[config.mk]
export PLATFORM = sky130hd
export DESIGN_NAME = balloc_ram
export DESIGN_NICKNAME = d
export VERILOG_FILES = /design/src/hdl/balloc_ram.sv
export SDC_FILE = /design/constraint.sdc
export NUM_CORES = 1
export LEC_CHECK = 0
export ABC_AREA = 1
export BUFFER_PORTS_ARGS = -buffer_cell sky130_fd_sc_hd__buf_2
export CAP_MARGIN = 10
export CORE_AREA = 2 2 102 104
export DETAILED_ROUTE_END_ITERATION = 12
export DIE_AREA = 0 0 104 106
export HOLD_SLACK_MARGIN = 0.03
export PLACE_DENSITY = 0.76
export RECOVER_POWER = 50
export SYNTH_ARGS = -nofsm -noshare
export SYNTH_HDL_FRONTEND = slang
export SYNTH_SLANG_ARGS = --single-unit
export TNS_END_PERCENT = 1
[constraint.sdc]
create_clock -name clk -period 1.2 [get_ports clk]
set_input_delay 0.12 -clock clk [delete_from_list [all_inputs] [get_ports clk]]
set_output_delay 0.12 -clock clk [all_outputs]
set_load 0.03 [all_outputs]
[src/hdl/balloc_ram.sv]
// Generic single-write, single-read synchronous RAM with registered read data.
// Standalone; no package needed.
module balloc_ram #(
	parameter int WIDTH = 8,
	parameter int DEPTH = 16
) (
	input  logic                     clk,
	input  logic                     we,
	input  logic [$clog2(DEPTH)-1:0] waddr,
	input  logic [WIDTH-1:0]         wdata,
	input  logic [$clog2(DEPTH)-1:0] raddr,
	output logic [WIDTH-1:0]         rdata
);

	logic [WIDTH-1:0] mem [DEPTH];

	// Write port and registered read port
	always_ff @(posedge clk) begin
		if (we) begin
			mem[waddr] <= wdata;
		end
		rdata <= mem[raddr];
	end

endmodule

==> flow_metrics.tcl <==
set metrics [dict create \
    rows 37 \
    power_frac_clock_pct 44.5 \
    max_cap_violations 0 \
    synth_fp_nets 569 \
    detail-route-antenna-nets 0 \
    place.gp.congestion 0.8431 \
    worst_slew_pin_slew_ns 0.8918 \
    critPathArrivalTime_ns 1.06 \
    synth.distinct_cells 12 \
    antennaDiodeCount 0 \
    synth.top_cell.area_share_pct 66.65 \
    cp-endpoint "rdata[1]" \
    critPathLaunch "rdata[1]$_DFF_P_" \
    yosysSeqAreaShare_pct 69.43 \
    rrSetupSlack_ns 0.20 \
    wl_met1_mm 5.159 \
    viasPerCell 5.276 \
    slew_violations 0 \
    synth_warnings 0 \
    critPathTopFamily "flip-flops" \
    grt_pass1_vias 3816 \
    wl_met2_mm 6.062 \
    synth.most_common_cell "nand2_1" \
    portBuffers 25 \
    min_from "raddr[2]" \
    path_cells "buf_4" \
    status "completed" \
    ys_ff_latch 136 \
    p_sw_mw 2.359 \
    syn_area_per_cell_um2 10.47 \
    rsz0062_at_grt "false" \
    path_clk_slew_ns 0.05 \
    design_area_um2 6744 \
    cts.htree.levels 4 \
    crit_path_end_kind "output port" \
    io_pins 26 \
    reg2reg_to "rdata[7]$_DFF_P_" \
    die_y_um 106 \
    peakVddDrop_uv 851.3 \
    relSlewSlack_pct 40.55 \
    finClkSkew_ns 0.003817 \
    ys.flop_type "edfxtp_1" \
    synthToLayoutAreaGrowth_pct 16.95 \
    synth_area_um2 5767 \
    cts_buffers 17 \
    clock_sinks 136 \
    synth_area_leaders "edfxtp_1 (67%), nand2_1 (11%), nand3_1 (8.4%), inv_1 (6.5%), dfxtp_1 (2.8%)" \
    rr_startpoint "mem[10][7]$_DFFE_PP_" \
    fin_crit_ns 1.184 \
    period_share_pct 98.66 \
    cts_root_buffer "clkbuf_8" \
    grt_pass1_wl_mm 19.95 \
    cp_num_cells 1 \
    start_util_pct 57.67 \
    tritoncts "built" \
    wl_met3_mm 1.116 \
    drt_iter0_drc 398 \
    first_pass_iters 5 \
    fmax_mhz 844.6 \
    p_leak_nw 2.913 \
    pwr-share-comb_pct 6.8 \
    path_max_fanout 1 \
    power_density_nw_per_um2 1630 \
    required_ns 1.08 \
    die_w_um 104 \
    finalSetupViolations 0 \
    drc_errors 0 \
    hold_violations 0 \
    setup_tns_ns 0 \
    cp_num_buf_inv 1 \
    wirelength_mm 12.68 \
    holdCritPathClass "in2reg" \
    clkLatencyLatePin_ns 0.52 \
    drive_gt1_share_pct 10.26 \
    cts_setup_buffers 0 \
    overflow 0 \
    highest_layer "met4" \
    grt_usage_pct 24.47 \
    worstSetupStartpointType "register" \
    syn_inst 551 \
    crit_path_max_incr_delay_ns 0.37 \
    grt_max_degree 55 \
    via_count 3957 \
    internal_power_mw 8.635 \
    placed_cell_area_um2 6151 \
    cts_buffer_depth 2 \
    seq_power_share_pct 48.7 \
    drt-wirelength-per-cell_um 16.90 \
    nFillCells 742 \
    yosys-top-cells-count "nand2_1 (173), edfxtp_1 (128), inv_1 (100), nand3_1 (97), nor2_1 (17)" \
    crit_slowest_cell "dfxtp_2" \
    final_net_count 620 \
    crit_type "reg2out" \
    core_area_um2 10000 \
    reg2regPathDepth 6 \
    synth-edff-count 128 \
    antenna_found_initial 0 \
    fp.dieArea_um2 11020 \
    netlist.top_cell.by_area "edfxtp_1" \
    hpwl_mm 7.548 \
    p_sw_share_pct 21.45 \
    synthArstFlopShare_pct 0 \
]
[power by group through the flow]
stage | logic [mW] | clock network, mW | registers (mW)
after detailed placement | 0.725 | 0 | 5.44
after floorplan | 0.375 | 0 | 5.50
final | 0.752 | 4.89 | 5.35
after global placement | 0.705 | 0 | 5.44
after global routing | 0.823 | 5.15 | 5.35
after CTS | 0.756 | 4.92 | 5.35
[what timing repair did]
action | CTS | global route
resized for setup | 3 | 2
endpoints found under the setup margin | 2 | 2
hold buffers | 7 | 0
hold endpoints to repair | 104 | 0
[cell type report]
cell class,instances,area [µm²],area share [%]
multi-input cells,289,1214,18.00
clock buffers,22,462.9,6.865
well taps,136,170.2,2.523
repair buffers,56,409.1,6.067
clock inverters,9,100.1,1.484
flip-flops and latches,136,4005,59.39
inverters,102,382.9,5.677
[metal layers]
metal	up-vias	track usage [%]
li1	1875	-
met1	1823	32.24
met2	232	38.86
met3	27	5.947
met4	0	11.29
met5	-	0
[cells by family (layout without fill, tap and decap cells)]
| logic type | count (synthesis) | in the layout | share of synthesized area [%] |
|---|---|---|---|
| DFF | 136 | 136 | 69.43 |
| buffers and inverters | 126 | 189 | 9.525 |
| and+or+nand+nor | 289 | 289 | 21.05 |
[worst min-delay path by stage]
stage | end | slack (ns) | cells past startpoint
after floorplan | mem[0][0]$_DFFE_PP_ | 0.22 | 0
after global placement | rdata[1]$_DFF_P_ | 0.48 | 3
after detailed placement | rdata[4]$_DFF_P_ | 0.49 | 3
after CTS | mem[10][3]$_DFFE_PP_ | 0.04 | 1
after global routing | rdata[1]$_DFF_P_ | 0.19 | 5
final | rdata[1]$_DFF_P_ | 0.16 | 5
[registers in the layout, summed over array words and instances, names as in the netlist]
signal / flops
rdata: 8
mem: 128
[cell usage in the layout, fill, tap and decap left out]
master and n:
buf_12 6, buf_2 16, buf_4 8, bufinv_16 2
clkbuf_1 19, clkbuf_16 16, clkbuf_4 2, clkbuf_8 4
clkinv_1 1, clkinv_2 4, clkinv_4 1, clkinvlp_4 1
dfxtp_1 7, dfxtp_2 1, dlygate4sd3_1 7, edfxtp_1 128
inv_1 100, inv_2 2, nand2_1 173, nand3_1 97
nand3b_1 2, nor2_1 17
[metrics by stage]
step	utilization (%)	power, mW	hold WS, ns	setup slack, ns	cells
2_1_floorplan	-	5.872	0.2189	0.1292	551
3_3_place_gp	61.51	6.145	0.4846	0.05717	712
3_5_place_dp	61.51	6.167	0.4889	0.02335	712
4_1_cts	67.91	11.03	0.03732	0.004013	750
5_1_grt	67.44	11.33	0.1950	0.002022	750
6_report	67.44	10.99	0.1630	0.01607	750
Note: power is estimated with default switching activity, not from simulation.
